## src/rtl/d3pp_pkg.sv

```systemverilog
// Package for the dot-product phase-to-phasor block: widths, CORDIC constants,
// the arctangent table and the stage record handed from cell to cell.
// No dependencies.
`default_nettype none

package d3pp_pkg;

    // CORDIC iteration count and phase precision.
    localparam int CORDIC_STEPS = 16;
    localparam int PHASE_BITS   = 32;

    // Arctangent table size and the width of a step index.
    localparam int ATAN_ENTRIES = 24;
    localparam int STEP_W       = $clog2(ATAN_ENTRIES);

    // Number of cells actually built (the table bounds it).
    localparam int NUM_CELLS = (CORDIC_STEPS < ATAN_ENTRIES) ? CORDIC_STEPS : ATAN_ENTRIES;

    // Field widths.
    localparam int POINT_W = 24;
    localparam int DIR_W   = 18;
    localparam int PROD_W  = POINT_W + DIR_W;
    localparam int DOT_W   = PROD_W + 2;
    localparam int SCALE_W = 32;
    localparam int OUT_W   = 16;

    // Input and output bus widths.
    localparam int IN_DATA_W  = 128;
    localparam int OUT_DATA_W = 32;

    // The product is only needed modulo 2**52; the dot product splits at this bit.
    localparam int WRAP_W  = 52;
    localparam int SPLIT_W = 26;
    localparam int DHI_W   = DOT_W - SPLIT_W;

    // Vector and angle widths inside the CORDIC (Q2.30 with headroom).
    localparam int XW = 34;
    localparam int ZW = 34;

    // Initial x, the inverse CORDIC gain in Q2.30.
    localparam logic signed [XW-1:0] INV_GAIN_Q30 = XW'(652032874);

    // Mask that keeps the phase bits the chosen precision resolves.
    localparam logic [31:0] PHASE_MASK = (PHASE_BITS >= 32) ? 32'hFFFF_FFFF :
                                         ~((32'd1 << (32 - PHASE_BITS)) - 32'd1);

    // Quadrant codes: nearest quarter turn of the phase.
    localparam logic [1:0] QUAD_0 = 2'd0;
    localparam logic [1:0] QUAD_1 = 2'd1;
    localparam logic [1:0] QUAD_2 = 2'd2;
    localparam logic [1:0] QUAD_3 = 2'd3;

    // Vector state carried along the chain of cells.
    typedef struct packed {
        logic [1:0]             quad;
        logic signed [XW-1:0]   x;
        logic signed [XW-1:0]   y;
        logic signed [ZW-1:0]   z;
    } cordic_t;

    // Arctangent of 2**-i in 32-bit turns.
    function automatic logic [31:0] atan_turns(input logic [STEP_W-1:0] idx);
        logic [31:0] v;
        unique case (idx)
            5'd0:    v = 32'h2000_0000;
            5'd1:    v = 32'h12E4_051E;
            5'd2:    v = 32'h09FB_385B;
            5'd3:    v = 32'h0511_11D4;
            5'd4:    v = 32'h028B_0D43;
            5'd5:    v = 32'h0145_D7E1;
            5'd6:    v = 32'h00A2_F61E;
            5'd7:    v = 32'h0051_7C55;
            5'd8:    v = 32'h0028_BE53;
            5'd9:    v = 32'h0014_5F2F;
            5'd10:   v = 32'h000A_2F98;
            5'd11:   v = 32'h0005_17CC;
            5'd12:   v = 32'h0002_8BE6;
            5'd13:   v = 32'h0001_45F3;
            5'd14:   v = 32'h0000_A2FA;
            5'd15:   v = 32'h0000_517D;
            5'd16:   v = 32'h0000_28BE;
            5'd17:   v = 32'h0000_145F;
            5'd18:   v = 32'h0000_0A30;
            5'd19:   v = 32'h0000_0518;
            5'd20:   v = 32'h0000_028C;
            5'd21:   v = 32'h0000_0146;
            5'd22:   v = 32'h0000_00A3;
            5'd23:   v = 32'h0000_0051;
            default: v = 32'h0000_0000;
        endcase
        return v;
    endfunction

endpackage

`default_nettype wire

```

## src/rtl/d3pp_out.sv

```systemverilog
// Output stage: quarter-turn rotation, rounding to Q1.15 with saturation, the
// output register and a skid register that holds one transaction while the
// consumer stalls. Depends on d3pp_pkg.
`default_nettype none

module d3pp_out (
    input  wire logic                                 aclk,
    input  wire logic                                 aresetn,
    input  wire logic                                 in_valid,
    input  wire d3pp_pkg::cordic_t                    in_data,
    output logic                                      ce,
    output logic                                      m_tvalid,
    input  wire logic                                 m_tready,
    output logic [d3pp_pkg::OUT_DATA_W-1:0]           m_tdata
);

    localparam int RND_W = d3pp_pkg::XW + 1;

    logic                                  out_valid_reg, out_valid_next;
    logic                                  skid_valid_reg, skid_valid_next;
    logic [d3pp_pkg::OUT_DATA_W-1:0]       out_data_reg;
    logic [d3pp_pkg::OUT_DATA_W-1:0]       skid_data_reg;
    logic [d3pp_pkg::OUT_DATA_W-1:0]       result;
    logic signed [d3pp_pkg::XW-1:0]        xr, yr;
    logic                                  out_ready;
    logic                                  load_new, load_skid, fill_skid;

    // Round half up at bit 15 and clamp to the Q1.15 range.
    function automatic logic [d3pp_pkg::OUT_W-1:0] to_q15(input logic signed [d3pp_pkg::XW-1:0] v);
        logic signed [RND_W-1:0] s;
        logic signed [RND_W-1:0] r;
        logic [d3pp_pkg::OUT_W-1:0] q;
        s = RND_W'(v) + RND_W'(16384);
        r = s >>> 15;
        if (r > RND_W'(32767)) begin
            q = 16'h7FFF;
        end else if (r < -RND_W'(32768)) begin
            q = 16'h8000;
        end else begin
            q = r[d3pp_pkg::OUT_W-1:0];
        end
        return q;
    endfunction

    // Exact rotation by the quarter turns taken off the phase.
    always_comb begin
        unique case (in_data.quad)
            d3pp_pkg::QUAD_1: begin
                xr = -in_data.y;
                yr = in_data.x;
            end
            d3pp_pkg::QUAD_2: begin
                xr = -in_data.x;
                yr = -in_data.y;
            end
            d3pp_pkg::QUAD_3: begin
                xr = in_data.y;
                yr = -in_data.x;
            end
            default: begin
                xr = in_data.x;
                yr = in_data.y;
            end
        endcase
        result = {to_q15(yr), to_q15(xr)};
    end

    // The pipeline advances whenever the skid register is empty.
    assign ce        = !skid_valid_reg;
    assign out_ready = !out_valid_reg || m_tready;

    // Output and skid register control.
    always_comb begin
        out_valid_next  = out_valid_reg;
        skid_valid_next = skid_valid_reg;
        load_new        = 1'b0;
        load_skid       = 1'b0;
        fill_skid       = 1'b0;
        if (out_ready) begin
            if (skid_valid_reg) begin
                load_skid       = 1'b1;
                out_valid_next  = 1'b1;
                skid_valid_next = 1'b0;
            end else begin
                load_new       = in_valid;
                out_valid_next = in_valid;
            end
        end else if (!skid_valid_reg && in_valid) begin
            fill_skid       = 1'b1;
            skid_valid_next = 1'b1;
        end
    end

    always_ff @(posedge aclk) begin
        if (!aresetn) begin
            out_valid_reg  <= 1'b0;
            skid_valid_reg <= 1'b0;
        end else begin
            out_valid_reg  <= out_valid_next;
            skid_valid_reg <= skid_valid_next;
        end
    end

    always_ff @(posedge aclk) begin
        if (load_skid) begin
            out_data_reg <= skid_data_reg;
        end else if (load_new) begin
            out_data_reg <= result;
        end
        if (fill_skid) begin
            skid_data_reg <= result;
        end
    end

    assign m_tvalid = out_valid_reg;
    assign m_tdata  = out_data_reg;

endmodule

`default_nettype wire

```

## config.mk

```make
export PLATFORM = sky130hd
export DESIGN_NAME = d3pp_out
export DESIGN_NICKNAME = d
export VERILOG_FILES = /design/src/rtl/d3pp_pkg.sv /design/src/rtl/d3pp_out.sv
export SDC_FILE = /design/constraint.sdc
export NUM_CORES = 1
export LEC_CHECK = 0
export BUFFER_PORTS_ARGS = -buffer_cell sky130_fd_sc_hd__buf_2
export CORE_MARGIN = 2
export CORE_UTILIZATION = 30
export CTS_CLUSTER_DIAMETER = 120
export DETAILED_ROUTE_END_ITERATION = 10
export PLACE_DENSITY = 0.58
export SLEW_MARGIN = 25
export SYNTH_ARGS = -nofsm -noshare
export SYNTH_HDL_FRONTEND = slang
export SYNTH_SLANG_ARGS = --single-unit
```

## constraint.sdc

```tcl
create_clock -name aclk -period 5.45 [get_ports aclk]
set_input_delay 0.2725 -clock aclk [delete_from_list [all_inputs] [get_ports aclk]]
set_output_delay 0.2725 -clock aclk [all_outputs]
set_load 0.005 [all_outputs]
```

# Word-level counts from Yosys, hierarchy flattened

Index checks and enable logic that the tools add are counted.

Register bits after elaboration: 66
Bits of input ports: 108
Output and inout port bits: 34
Word-level logic and storage cells: 37

Add/subtract/negate cells: 4
$lt $le $gt $ge: 4
Equal/unequal tests: 3
Mux-type cells: 15
Bitwise logic cells: 1
Reductions and logical operators: 6

Operator list:

| kind                                                                    | number |
|---|---|
| 34-bit case mux with 3 select lines                                     | 2 |
| 34-bit by 16-bit adder with 35-bit output (second input constant)       | 2 |
| 34-bit negator                                                          | 2 |
| 16-bit 2-to-1 mux                                                       | 4 |
| 32-bit 2-to-1 mux                                                       | 2 |
| 20-bit by 16-bit > comparator with 1-bit output (second input constant) | 2 |
| 20-bit by 16-bit < comparator with 1-bit output (second input constant) | 2 |
| 1-bit 2-to-1 mux                                                        | 7 |
| 2-bit == test (second input constant)                                   | 2 |
| 2-bit by 1-bit == test with 1-bit output (second input constant)        | 1 |
| 1-bit zero test                                                         | 2 |
| 2-bit nonzero test                                                      | 1 |
| 2-bit OR reduction                                                      | 1 |
| 1-bit logical AND                                                       | 1 |
| 1-bit logical OR                                                        | 1 |
| 1-bit inverter                                                          | 1 |

# Longest topological paths before layout

Word-level depth: 8
Depth in mapped cells: 17

# Least setup slack after synthesis

Ideal clock, no wire load.

Kind: input-to-reg
Start: in in_data[44] (netlist name)
End: reg out_data_reg, in the netlist m_tdata[4] (data pin)
Arrival time: 3.876 ns
Data required time: 5.181 ns
Path slack: 1.306 ns
Stages: 13
Cell sequence: or4_1 buf_2 or4_1 clkbuf_1 mux2i_1 a2111o_1 nor3b_1 nand3_1 or4_1 a221o_1 buf_6 nand2_2 a31oi_1

Longest elaborated chain between the ends: 8
Elaborated cells on any way between the ends: 9
Classes of those cells: add/sub (2); order compare (2); mux (5)

Ends and longest elaborated chain:

| item                                            | RTL line        | text |
|---|---|---|
| start: declaration                              | d3pp_out.sv:10  | `input wire d3pp_pkg::cordic_t in_data,` |
| 34-bit negator                                  | d3pp_out.sv:49  | `xr = -in_data.y;` |
| 34-bit case mux with 3 select lines (*)         | d3pp_out.sv:47  | `unique case (in_data.quad)` |
| 34-bit by 16-bit adder with 35-bit output (*)   | d3pp_out.sv:33  | `s = RND_W'(v) + RND_W'(16384);` |
| 20-bit by 16-bit < comparator with 1-bit output | d3pp_out.sv:37  | `end else if (r < -RND_W'(32768)) begin` |
| 16-bit 2-to-1 mux                               | d3pp_out.sv:37  |  |
| 16-bit 2-to-1 mux (*)                           | d3pp_out.sv:35  | `if (r > RND_W'(32767)) begin` |
| 32-bit 2-to-1 mux (*)                           | d3pp_out.sv:107 | `end else if (load_new) begin` |
| 32-bit 2-to-1 mux (*)                           | d3pp_out.sv:105 | `if (load_skid) begin` |
| end signal: assignment                          | d3pp_out.sv:106 | `out_data_reg <= skid_data_reg;` |
| end signal: assignment                          | d3pp_out.sv:108 | `out_data_reg <= result;` |
| end: declaration                                | d3pp_out.sv:21  | `logic [d3pp_pkg::OUT_DATA_W-1:0] out_data_reg;` |

Mark *: on every way between the ends. The rest lies on a longest branch, timed or not. The select of a mux whose other input is x is not followed.
A chain may end at the register's enable or synchronous reset.

# Final worst setup path

Start: in in_data[44] (netlist name)
End: reg out_data_reg, in the netlist m_tdata[6] (data pin)

Same word-level chain as after synthesis.

==> flow_summary.ini <==
[timing]
hold_viol = 0
finalWorstSetupSlack_ps = 888
tightestPinTransition_ps = 745
rsz0062_at_grt = no
drv_slew = 0
slew_headroom_pct = 49.9
finalCritPeriodShare_pct = 83.7
fin_setup_tns_ps = 0
fmaxAchievable_mhz = 219
period_needed_ps = 4560
finalSetupViolations = 0
clock_skew_ps = 7.40

[cts]
clockBufferDepth = 2
clock-sinks = 66
cts_root_buf = clkbuf_16
clock_latency_ps = 320
ctsHtreeMaxLevel = 3
post_cts_buffers = 0
clk_pin_slew_ps = 50
cts_hold_buf = 0
cts_inserted_buffers = 9
cts_tree = yes
cts-resized-gates = 0

[place]
portBuffers = 107
dpl.hpwl_um = 15100
gp_congestion = 0.900
dp_worst_setup_slack_ps = 555
dp_cells = 1104

[synth]
ys_seq_area_share_pct = 30.4
synth_cell_types = 93
synth_enable_flop_cells = 64
synthFlopType = edfxtp_1
synth_seq_cells = 66
synthArstFlopShare_pct = 0
yosys_warnings = 0
syn_area_um2 = 6450
synth_top_area_cell = edfxtp_1
synth_nets = 874
synth_cells = 764
syn_area_per_cell_um2 = 8.44
synth.area.top_cells = edfxtp_1, xnor2_1, nor2_1
synth_top_area_share_pct = 29.8

[layout]
fin_cells = 1119
drive_gt1_share_pct = 25.0
syn2layout_area_growth_pct = 15.9
n_antenna_cell = 0
final_common_cell = buf_2
nets = 950
final_cell_mix = buf_2, nor2_1, nand2_1

[drt]
drt-initial-drc-count = 493
wl_um = 19500
viasPerCell = 5.56
firstDrtPassIters = 5
drtAntennaViolNets = 0
num_vias = 6220
wl_per_cell_um = 17.4
drc = 0

[floorplan]
dieWidth_um = 151
initial_utilization_pct = 30.6
ios = 142
die_area_um2 = 22700
coreArea_um2 = 21100
num_rows = 53
die_h_um = 151

[min_path]
hold_path.class = input port to flop

[worst_setup_path]
critPathMaxStageDelay_ps = 720
cpMaxStageDelayCell = or4_1
worstSetupEndpointType = flop
cpLargestDelayFamily = simple AND/OR/NAND/NOR gates
crit_fanout = 15
worstPathRequired_ps = 5500
path_buf_inv = 1
path_class = input port to flop
arrival_ps = 4610
crit_path_start_kind = input port
crit_chain = buf_2 > or4_1 > or4_1 > mux2i_1 > a2111o_1 > nor3b_1 > nand3_1 > or4_1 > a221o_1 > nand3_1 > a31oi_1
cpMostUsedCell = or4_1

[global_routing]
grt_pass1_vias = 5677
grt_usage_pct = 17.2
grt_max_degree = 49
antenna_found_initial = 0
grt_pass1_wl_um = 30900
grt_overflow_total = 0

[power_and_ir_drop]
powerDensity_nw_per_um2 = 220
ir_drop_mv = 0.124
p_leak_uw = 0.00263

[run]
timing.max_cap.violations = 0

[run_status]
outcome = finished, final reports clean
[power breakdown]
group          total [uW]  internal [uW]  switching (uW)  leakage, uW
Combinational         524            203             321      0.00190
Clock                 484            298             185     0.000127
Sequential            633            624            9.07     0.000601
Total                1640           1130             516      0.00263
[final cells by class]
class	instances	area, um^2
clock buffer	10	229
clock inverter	5	22.5
fill	2234	13600
inverter	17	63.8
multi-input combinational	617	4150
sequential	66	1960
tap	275	344
timing repair buffer	129	701
[Yosys cell counts (8+ instances only)]
| cell | count |
|---|---|
| o211ai_1 | 11 |
| a211oi_1 | 9 |
| nand4_1 | 11 |
| mux2_2 | 20 |
| xor2_1 | 20 |
| or4_1 | 13 |
| o21ai_0 | 27 |
| nand2_2 | 10 |
| o31ai_1 | 14 |
| a31oi_1 | 30 |
| inv_1 | 17 |
| nor2_1 | 72 |
| buf_1 | 8 |
| nand2b_1 | 11 |
| xnor2_1 | 38 |
| buf_2 | 14 |
| clkbuf_1 | 37 |
| nand2_1 | 69 |
| nor3_1 | 26 |
| nand3_1 | 22 |
| nor2b_1 | 11 |
| nor4_1 | 18 |
| edfxtp_1 | 64 |
| a21oi_1 | 25 |
| or3_1 | 9 |
[kinds of logic (layout without fill, tap and decap cells)]
kind of cell	Yosys count	in the layout	synth area share (%)
mux	28	28	4.93
buf+inv	81	161	5.40
flops	66	66	30.4
simple gates	332	332	28.8
fa+ha+maj	2	2	0.388
xor+xnor	58	58	7.88
compound gates	197	197	22.1
[through the flow]
step,power (uW),cell area (um^2),utilization (%),hold slack (ps)
2_1_floorplan,990,6450,-,426
3_3_place_gp,1160,7220,34.2,529
3_5_place_dp,1160,7220,34.2,535
4_1_cts,1650,7470,35.4,217
5_1_grt,1740,7470,35.4,220
6_report,1640,7470,35.4,229
[metal layers]
metal	share of wire [%]	wire length [um]	global-route usage, %	up-vias
met5	0	0	0	-
met1	47	9140	25.0	2898
li1	-	-	-	3060
met3	7.8	1520	3.21	15
met2	44	8580	26.3	247
met4	1.2	227	4.16	0
[final timing paths]
check / start / endpoint / slack [ps] / cells after the start
max: in_data[44] / m_tdata[6] / 890 / 11
min reg2reg: skid_data_reg[23] / m_tdata[23] / 550 / 1
max reg2reg: m_tvalid / m_tdata[27] / 3810 / 4
min: aresetn / m_tvalid / 230 / 2
Power figures use the tool's default switching activity.
