===== config.mk =====
export PLATFORM = sky130hd
export DESIGN_NAME = d3pp_cell
export DESIGN_NICKNAME = d
export VERILOG_FILES = /design/src/rtl/d3pp_pkg.sv /design/src/rtl/d3pp_cell.sv
export SDC_FILE = /design/constraint.sdc
export NUM_CORES = 1
export LEC_CHECK = 0
export BUFFER_PORTS_ARGS = -buffer_cell sky130_fd_sc_hd__buf_4
export CORE_MARGIN = 8
export CORE_UTILIZATION = 30
export DETAILED_ROUTE_END_ITERATION = 16
export GPL_TIMING_DRIVEN = 1
export PLACE_DENSITY = 0.57
export SKIP_CTS_REPAIR_TIMING = 1
export SLEW_MARGIN = 20
export SYNTH_ARGS = -nofsm -noshare
export SYNTH_HDL_FRONTEND = slang
export SYNTH_SLANG_ARGS = --single-unit

===== constraint.sdc =====
create_clock -name aclk -period 6.65 [get_ports aclk]
set_input_delay 0.665 -clock aclk [delete_from_list [all_inputs] [get_ports aclk]]
set_output_delay 0.665 -clock aclk [all_outputs]
set_load 0.01 [all_outputs]

===== src/rtl/d3pp_pkg.sv =====
// Package for the dot-product phase-to-phasor block: widths, CORDIC constants,
// the arctangent table and the stage record handed from cell to cell.
// No dependencies.
`default_nettype none

package d3pp_pkg;

    // CORDIC iteration count and phase precision.
    localparam int CORDIC_STEPS = 16;
    localparam int PHASE_BITS   = 32;

    // Arctangent table size and the width of a step index.
    localparam int ATAN_ENTRIES = 24;
    localparam int STEP_W       = $clog2(ATAN_ENTRIES);

    // Number of cells actually built (the table bounds it).
    localparam int NUM_CELLS = (CORDIC_STEPS < ATAN_ENTRIES) ? CORDIC_STEPS : ATAN_ENTRIES;

    // Field widths.
    localparam int POINT_W = 24;
    localparam int DIR_W   = 18;
    localparam int PROD_W  = POINT_W + DIR_W;
    localparam int DOT_W   = PROD_W + 2;
    localparam int SCALE_W = 32;
    localparam int OUT_W   = 16;

    // Input and output bus widths.
    localparam int IN_DATA_W  = 128;
    localparam int OUT_DATA_W = 32;

    // The product is only needed modulo 2**52; the dot product splits at this bit.
    localparam int WRAP_W  = 52;
    localparam int SPLIT_W = 26;
    localparam int DHI_W   = DOT_W - SPLIT_W;

    // Vector and angle widths inside the CORDIC (Q2.30 with headroom).
    localparam int XW = 34;
    localparam int ZW = 34;

    // Initial x, the inverse CORDIC gain in Q2.30.
    localparam logic signed [XW-1:0] INV_GAIN_Q30 = XW'(652032874);

    // Mask that keeps the phase bits the chosen precision resolves.
    localparam logic [31:0] PHASE_MASK = (PHASE_BITS >= 32) ? 32'hFFFF_FFFF :
                                         ~((32'd1 << (32 - PHASE_BITS)) - 32'd1);

    // Quadrant codes: nearest quarter turn of the phase.
    localparam logic [1:0] QUAD_0 = 2'd0;
    localparam logic [1:0] QUAD_1 = 2'd1;
    localparam logic [1:0] QUAD_2 = 2'd2;
    localparam logic [1:0] QUAD_3 = 2'd3;

    // Vector state carried along the chain of cells.
    typedef struct packed {
        logic [1:0]             quad;
        logic signed [XW-1:0]   x;
        logic signed [XW-1:0]   y;
        logic signed [ZW-1:0]   z;
    } cordic_t;

    // Arctangent of 2**-i in 32-bit turns.
    function automatic logic [31:0] atan_turns(input logic [STEP_W-1:0] idx);
        logic [31:0] v;
        unique case (idx)
            5'd0:    v = 32'h2000_0000;
            5'd1:    v = 32'h12E4_051E;
            5'd2:    v = 32'h09FB_385B;
            5'd3:    v = 32'h0511_11D4;
            5'd4:    v = 32'h028B_0D43;
            5'd5:    v = 32'h0145_D7E1;
            5'd6:    v = 32'h00A2_F61E;
            5'd7:    v = 32'h0051_7C55;
            5'd8:    v = 32'h0028_BE53;
            5'd9:    v = 32'h0014_5F2F;
            5'd10:   v = 32'h000A_2F98;
            5'd11:   v = 32'h0005_17CC;
            5'd12:   v = 32'h0002_8BE6;
            5'd13:   v = 32'h0001_45F3;
            5'd14:   v = 32'h0000_A2FA;
            5'd15:   v = 32'h0000_517D;
            5'd16:   v = 32'h0000_28BE;
            5'd17:   v = 32'h0000_145F;
            5'd18:   v = 32'h0000_0A30;
            5'd19:   v = 32'h0000_0518;
            5'd20:   v = 32'h0000_028C;
            5'd21:   v = 32'h0000_0146;
            5'd22:   v = 32'h0000_00A3;
            5'd23:   v = 32'h0000_0051;
            default: v = 32'h0000_0000;
        endcase
        return v;
    endfunction

endpackage

`default_nettype wire


===== src/rtl/d3pp_cell.sv =====
// One CORDIC rotation cell: conditional add/subtract of the shifted vector and
// the arctangent of its step, registered. Depends on d3pp_pkg.
`default_nettype none

module d3pp_cell (
    input  wire logic                               aclk,
    input  wire logic                               aresetn,
    input  wire logic                               ce,
    input  wire logic [d3pp_pkg::STEP_W-1:0]        step_idx,
    input  wire logic                               in_valid,
    input  wire d3pp_pkg::cordic_t                  in_data,
    output logic                                    out_valid,
    output d3pp_pkg::cordic_t                       out_data
);

    logic                           valid_reg;
    d3pp_pkg::cordic_t              data_reg, data_next;
    logic signed [d3pp_pkg::XW-1:0] xs, ys;
    logic signed [d3pp_pkg::ZW-1:0] ang;

    // Rotate toward zero residual angle.
    always_comb begin
        xs  = in_data.x >>> step_idx;
        ys  = in_data.y >>> step_idx;
        ang = $signed(d3pp_pkg::ZW'(d3pp_pkg::atan_turns(step_idx)));

        data_next.quad = in_data.quad;
        if (!in_data.z[d3pp_pkg::ZW-1]) begin
            data_next.x = in_data.x - ys;
            data_next.y = in_data.y + xs;
            data_next.z = in_data.z - ang;
        end else begin
            data_next.x = in_data.x + ys;
            data_next.y = in_data.y - xs;
            data_next.z = in_data.z + ang;
        end
    end

    always_ff @(posedge aclk) begin
        if (!aresetn) begin
            valid_reg <= 1'b0;
        end else if (ce) begin
            valid_reg <= in_valid;
        end
    end

    always_ff @(posedge aclk) begin
        if (ce) begin
            data_reg <= data_next;
        end
    end

    assign out_valid = valid_reg;
    assign out_data  = data_reg;

endmodule

`default_nettype wire


# Yosys cells after proc, flatten, opt, wreduce, memory -nomap -nowiden
# Memories as Yosys holds them, arrays and structs flattened.
# Cells that the tools add are included.
# word_totals
input_bits	113
reg_bits	105
output_inout_bits	105
memories	1
rom_bits	960
# mem_list
name	words	word_bits	read_ports	rd_ports_with_merged_regs	wr	line	source
(name not given)	32	30	1	0	0	d3pp_pkg.sv:64	unique case (idx)
# classes
n_mux	1
addsub	6
shift	2
# ops
cell	count
$mux 102	1
$add 34x34->34	2
$sshr 34x5->34	2
$sub 34x34->34	2
$add 34x33->34	1
$sub 34x33->34	1

# Depth between registers and ports, before layout
# Gate-level depths: netlist of the first run.
# depth
ltp_word	3
depth_mapped	30
depth_no_buf	26

# Worst setup path before layout of the first run
# No wires, ideal clock.
# synth_path
path_type	input to register
startpoint	input step_idx[4] (netlist name)
endpoint	register data_reg (netlist bit out_data[100]), data pin
stages	23
setup_time_ps	258
slack_ps	390
path_buffers	7
t_required_ps	6392
arrival_ps	6002
cell_sequence	buf_2 -> clkbuf_1 -> buf_1 -> clkbuf_1 -> buf_1 -> clkbuf_1 -> buf_1 -> a21oi_1 -> ha_1 -> nor2_1 -> a21oi_1 -> fa_1 -> a21o_1 -> a41o_1 -> nor4b_1 -> o31ai_1 -> a211o_1 -> o211ai_1 -> a211oi_1 -> a211o_1 -> a221o_1 -> a21oi_1 -> xnor2_1
# synth_lines
item	line	source
start: declaration	d3pp_cell.sv:9	input wire logic [d3pp_pkg::STEP_W-1:0] step_idx,
end signal: assignment	d3pp_cell.sv:49	data_reg <= data_next;
end: declaration	d3pp_cell.sv:17	d3pp_pkg::cordic_t data_reg, data_next;

==> summary.md, run 1 <==
| Metric | Value |
|---|---|
| Status | finished clean |
| VDD IR max | 0.139 mV |
| Post-synth top flop | edfxtp_1 |
| Final worst slack | 0.700 ns |
| Max_slew headroom | 0.291 |
| Final net count | 2257 |
| Post-synth EDFFs | 104 |
| Core ar. | 51100 um2 |
| Share of cells above drive strength 1 | 0.258 |
| Yosys warns | 0 |
| Leakage power | around 8.0 nW |
| Avg WL per Cell | 23.8 um |
| Cell mode on critical path | a21oi_1 |
| Clock root buffer master | clkbuf_16 |
| Slowest-stage cell, CP | a211oi_1 |
| Layout area overhead | 22.7% |
| Die area | 59100 um2 |
| Clock Sinks | 105 |
| Congestion Overflow GR | 0 |
| I/O Pins | 218 |
| Via count of the first global-routing pass | about 16000 |
| Clock Path Buffers | 2 |
| Netlist cell types | 101 |
| DRT Pass-1 Iters | 7 |
| Number of remaining DRC errors | 0 |
| Pwr Density | 207 nW/um2 |
| Dominant cell type by area after synthesis | edfxtp_1 |
| Period Utilization, post-route | 0.895 |
| Final WL | 64700 um |
| Hold Vio Cnt, Final | 0 |
| Setup Crit Path Kind | input port to register |
| Synth Cell Area | roughly 15000 um2 |
| Clock transition at path regs | 0.07 ns |
| RSZ-0062 raised after global routing | no |
| Gpl congestion | 0.946 |
| CP Cell Sequence | buf_6, buf_12, buf_4, mux2i_1, a22oi_1, nand3_1, a211oi_1, a21oi_1, ha_1, nor2_1, a21oi_1, fa_1, a21o_1, a41o_1, nor4b_1, buf_4, o31ai_1, a211o_1, o211ai_1, a211oi_1, a211o_1, a221o_1, a21oi_1, xnor2_1 |
| Initial Util | 0.303 |
| FF+latch count, synth | 105 |
| I/O Buffers | 217 |
| CP peak stage delay | 0.45 ns |
| Syn Area/Cell | between 8 and 9 um2 |
| Die Height | 243 um |
| WP buf/inv | 4 |
| First-pass GRT wire length | between 90000 and 100000 um |
| Max Cap Viol | 0 |
| H-tree depth | 3 |
| Crit path launch type | input port |
| Asr flop ratio synth | 0 |
| Inserted Diodes | 0 |
| Worst Max-Slew Pin Slew | 1.05 ns |
| Initial antenna violation count | 1 |
| Cells taking the most area after synthesis | edfxtp_1 20%, mux4_2 9.9%, ha_1 8.9% |
| Crit end category | register |
| Cell family with most CP delay | compound AO/OA/AOI/OAI gates |
| Vias per cell | around 5.7 |
| DP Worst Slack | 0.327 ns |
| Clock Latency Late Sink | 0.40 ns |
| Largest net degree at the start of global routing | 58 |
| Setup violations, final | 0 |
| GRT Total Usage | 0.213 |
| Slew Limit Fails | 0 |
| HP Class | input port to register |
| Fin crit period | 5.95 ns |
| DPL Wire Length | 51800 um |
| Arr. time, crit path | just over 6 ns |
| Sequential area share after synthesis | 0.203 |
| Die W | 243 um |
| Fmax | about 170 MHz |
| Vias | 15551 |
| Post-synth net total | 1965 |
| Setup Skew | 0 ns |
| DR iter-0 viols | between 1000 and 1500 |
| Share of the synthesized area in the top cell type | 0.202 |
| Peak fanout along the critical path | 29 |
| CTS tree | built |
| Synthesized instance count | 1739 |
| Inserted Clock Buffers | 9 |
| Crit path required time | 6.81 ns |
| Post-route ant nets | 0 |
| Total negative slack | 0 ns |
| Site Rows | 83 |
## state kept, by name (all words and copies together) (netlist names)
register	flops
out_data	104
out_valid	1
## cells by family (layout without fill, tap and decap cells)
logic type / Yosys count / after routing / synth area share
muxes: 172 / 172 / 0.173
and+or+nand+nor: 455 / 455 / 0.143
DFF: 105 / 105 / 0.203
buffers and inverters: 149 / 446 / 0.0470
AOI/OAI and AO/OA: 568 / 568 / 0.241
xor gates and xnor gates: 177 / 177 / 0.100
adders and majority gates: 113 / 113 / 0.0929
## area by class of cell
class / count / area [um2]
tap: 680 / 851
timing repair buffer: 375 / 2890
clock buffer: 12 / 246
multi-input combinational: 1485 / 11600
inverter: 55 / 206
sequential: 105 / 3140
clock inverter: 4 / 31.3
fill: 5278 / 32100
## metal layers
| metal | vias up | global-route usage | routed length, um |
|---|---|---|---|
| li1 | 7194 | - | - |
| met4 | 2 | 0.101 | 2900 |
| met1 | 7533 | 0.265 | 27100 |
| met2 | 677 | 0.353 | 30400 |
| met5 | - | 0 | 13 |
| met3 | 145 | 0.0402 | 4350 |
## Yosys cell counts (21+ instances only)
| master | instances |
|---|---|
| nor2b_1 | 27 |
| mux2_2 | 30 |
| and3_1 | 21 |
| edfxtp_1 | 104 |
| nand2b_1 | 29 |
| mux2i_1 | 66 |
| ha_1 | 110 |
| xnor2_1 | 108 |
| nor2_1 | 136 |
| buf_2 | 28 |
| mux4_2 | 68 |
| nand2_1 | 130 |
| o21ai_0 | 85 |
| inv_1 | 51 |
| clkbuf_1 | 33 |
| a31oi_1 | 28 |
| o211ai_1 | 23 |
| a21o_1 | 57 |
| nand3_1 | 27 |
| a21oi_1 | 174 |
| a211oi_1 | 29 |
| xor2_1 | 69 |
## metrics by stage
step	hold WS (ns)	std cells	cell area (um2)	util	power (W)
finish	0.435	2716	19000	0.371	0.00393
global route	0.421	2716	19000	0.371	0.00420
CTS	0.407	2716	19000	0.371	0.00396
detailed placement	0.559	2700	18700	0.366	0.00339
global placement	0.502	2700	18700	0.366	0.00338
floorplan	0.538	1739	15500	-	0.00245
## final timing paths
path | startpoint | endpoint | slack (ns) | cells past startpoint
max | step_idx[0] | out_data[100] | 0.70 | 24
min reg2reg | out_valid | out_valid | 0.57 | 2
min | in_data[103] | out_data[103] | 0.43 | 1
max reg2reg | out_valid | out_valid | 5.99 | 2
## worst reg2reg max path, delay by kind of cell (launching register included)
family,cells,cell delay [ns]
flops,1,0.35
mux,1,0.07
simple gates,1,0.16
## layout by cell type, fill, tap and decap left out, types with 57 or more instances in the layout
cell type,n
edfxtp_1,104
nor2_1,135
a21oi_1,174
o21ai_0,85
ha_1,110
a21o_1,57
mux2i_1,66
mux4_2,68
xnor2_1,108
buf_4,368
nand2_1,130
xor2_1,69
## where the power goes
part	switching [W]	internal (W)	total (W)	leakage (nW)
clock network	0.000283	0.000265	0.000548	0.125
registers	0.0000517	0.000986	0.00104	1.03
logic	0.00126	0.00108	0.00234	6.87
Power figures use the tool's default switching activity.
==> inputs of run 2 (changes only) <==
Settings changed: REMOVE_ABC_BUFFERS from default to 1.
==> summary.md, run 2 (same netlist as run 1, synthesis figures left out) <==
| Metric | Value |
|---|---|
| Status | finished clean |
| Hold path depth | 1 (unchanged) |
| Initial Util | 0.303 (unchanged) |
| Die area | 59100 um2 (unchanged) |
| Congestion Overflow GR | 0 (unchanged) |
| Layout area overhead | 28.8% |
| Fill count | 5253 (-0.47%) |
| DRT Pass-1 Iters | 5 (-2) |
| Most frequent cells in the layout | 480 x buf_4, 174 x a21oi_1, 136 x nor2_1 |
| Crit end category | register |
| Via count of the first global-routing pass | 16014 (+1.1%) |
| Worst reg2reg setup slack | 6.05 ns (+0.06 ns) |
| First-pass GRT wire length | 99400 um (+1.3%) |
| Site Rows | 83 (unchanged) |
| Die Height | 243 um (unchanged) |
| Avg WL per Cell | 23.4 um (-1.7%) |
| Core ar. | 51100 um2 (unchanged) |
| Inserted Diodes | 0 (unchanged) |
| Final WL | 66400 um (+2.6%) |
| Final net count | 2375 (+5.2%) |
| Hold Vio Cnt, Final | 0 (unchanged) |
| Area occupied by multi-input gates | 11600 um2 (about the same) |
| GRT Total Usage | 0.217 (+0.00388) |
| Met1 Use GR | 0.280 (+0.0151) |
| Number of remaining DRC errors | 0 (unchanged) |
| Most common cell after layout, fill and taps aside | buf_4 |
| Setup Skew | 0 ns (unchanged) |
| H-tree depth | 3 (unchanged) |
| CTS tree | built |
| Period Utilization, post-route | 0.929 (+0.0345) |
| Worst reg2reg path endpoint | out_valid |
| Hold Path End | out_data[103] |
| Initial antenna violation count | 0 (-1) |
| Max Cap Viol | 0 (unchanged) |
| Gr busiest metal | met2 |
| I/O Buffers | 217 (unchanged) |
| Die W | 243 um (unchanged) |
| Clock Path Buffers | 2 (unchanged) |
| Slew Limit Fails | 0 (unchanged) |
| DPL Wire Length | 54000 um (+4.3%) |
| Total negative slack | 0 ns (unchanged) |
| Leakage power | 8.64 nW (+7.6%) |
| M2 GR Usage | 0.361 (+0.00826) |
| Inserted Clock Buffers | 9 (unchanged) |
| Setup Crit Path Kind | input port to register |
| DR iter-0 viols | 1376 (-4.0%) |
| Crit path required time | 6.81 ns (about the same) |
| Register area | 3140 um2 (unchanged) |
| Arr. time, crit path | 6.34 ns (+0.23 ns) |
| Clock root buffer master | clkbuf_16 |
| RR Startpoint | out_valid |
| Total power | 0.00406 W (+3.5%) |
| Final core utilization | 0.390 (+0.0186) |
| Gpl congestion | 0.997 (+5.4%) |
| RSZ-0062 raised after global routing | no |
| Share of cells above drive strength 1 | 0.299 (+0.0407) |
| Final worst slack | 0.471 ns (-0.229 ns) |
| I/O Pins | 218 (unchanged) |
| Hold Startpoint | in_data[103] |
| R2R cell count | 2 (unchanged) |
| Clock transition at path regs | 0.08 ns (about the same) |
| Fin crit period | 6.18 ns (+0.229 ns) |
| Clock Latency Late Sink | 0.39 ns (about the same) |
| DP Worst Slack | 0.0832 ns (-0.243 ns) |
| Crit path launch type | input port |
| Post-route ant nets | 0 (unchanged) |
| GR Layer Usage met3 | 0.0361 (-0.00406) |
| VDD IR max | 0.103 mV (-26%) |
| Fmax | 162 MHz (-3.7%) |
| Max_slew headroom | 0.425 (+0.135) |
| Largest net degree at the start of global routing | 66 (+14%) |
| Worst Max-Slew Pin Slew | 0.853 ns (-0.200 ns) |
| Clock Sinks | 105 (unchanged) |
| Flip-flop count of the largest register after layout | 104 (unchanged) |
| HP Class | input port to register |
| Setup violations, final | 0 (unchanged) |
| Vias | 15959 (+2.6%) |
| Vias per cell | 5.63 (-1.6%) |
| Pwr Density | 204 nW/um2 (-1.4%) |
| Peak fanout along the critical path | 33 (+14%) |
==> run 2: how the worst max path moves through the flow <==
| stage | to | startpoint | depth (start not counted) |
|---|---|---|---|
| 2_1_floorplan | out_data[63] | step_idx[2] | 24 |
| 3_3_place_gp | out_data[63] | step_idx[0] | 24 |
| 3_5_place_dp | out_data[63] | step_idx[0] | 26 |
| 4_1_cts | out_data[63] | step_idx[0] | 26 |
| 5_1_grt | out_data[101] | step_idx[1] | 25 |
| 6_report | out_data[61] | step_idx[0] | 27 |
==> run 2: cell type report <==
cell class,instances,share of cell area
flip-flops and latches,105,0.158
clock inverters,7,0.00220
inverters,55,0.0104
multi-input cells,1485,0.582
well taps,680,0.0427
clock buffers,9,0.0113
repair buffers,493,0.193
==> run 2: where the power goes <==
group	switching, W	internal [W]	total [W]
logic	0.00131	0.00119	0.00249
registers	0.0000505	0.000986	0.00104
clock network	0.000281	0.000253	0.000534
==> run 2: metrics by stage <==
| stage | hold slack [ns] | cells | instance area, um2 |
|---|---|---|---|
| 5_1_grt | 0.430 | 2834 | 19900 |
| 6_report | 0.444 | 2834 | 19900 |
| 3_5_place_dp | 0.543 | 2818 | 19700 |
| 4_1_cts | 0.415 | 2834 | 19900 |
| 3_3_place_gp | 0.498 | 2818 | 19700 |
| 2_1_floorplan | 0.538 | 1645 | 14900 |
==> run 2: metal layers <==
metal / share of wire / vias up
met5: 0 / -
met4: 0.033 / 0
met3: 0.066 / 86
met2: 0.47 / 619
li1: - / 7440
met1: 0.43 / 7814
==> run 2: worst max-delay path, stage by stage <==
cell and delay (ns):
buf_6 0.18, buf_12 0.25, mux4_2 0.62, mux2i_1 0.37
o21ai_0 0.14, a211o_1 0.38, inv_1 0.09, ha_1 0.16
inv_1 0.05, or3_1 0.43, nor2_1 0.20, nor2_1 0.07
xor2_1 0.20, ha_1 0.36, nand2_1 0.07, nand2_1 0.07
a21oi_1 0.05, a21oi_1 0.18, o211ai_1 0.12, buf_4 0.18
o41ai_1 0.61, a31o_2 0.30, a21o_1 0.14, buf_4 0.11
a21o_1 0.10, a21oi_1 0.07, xnor2_1 0.12
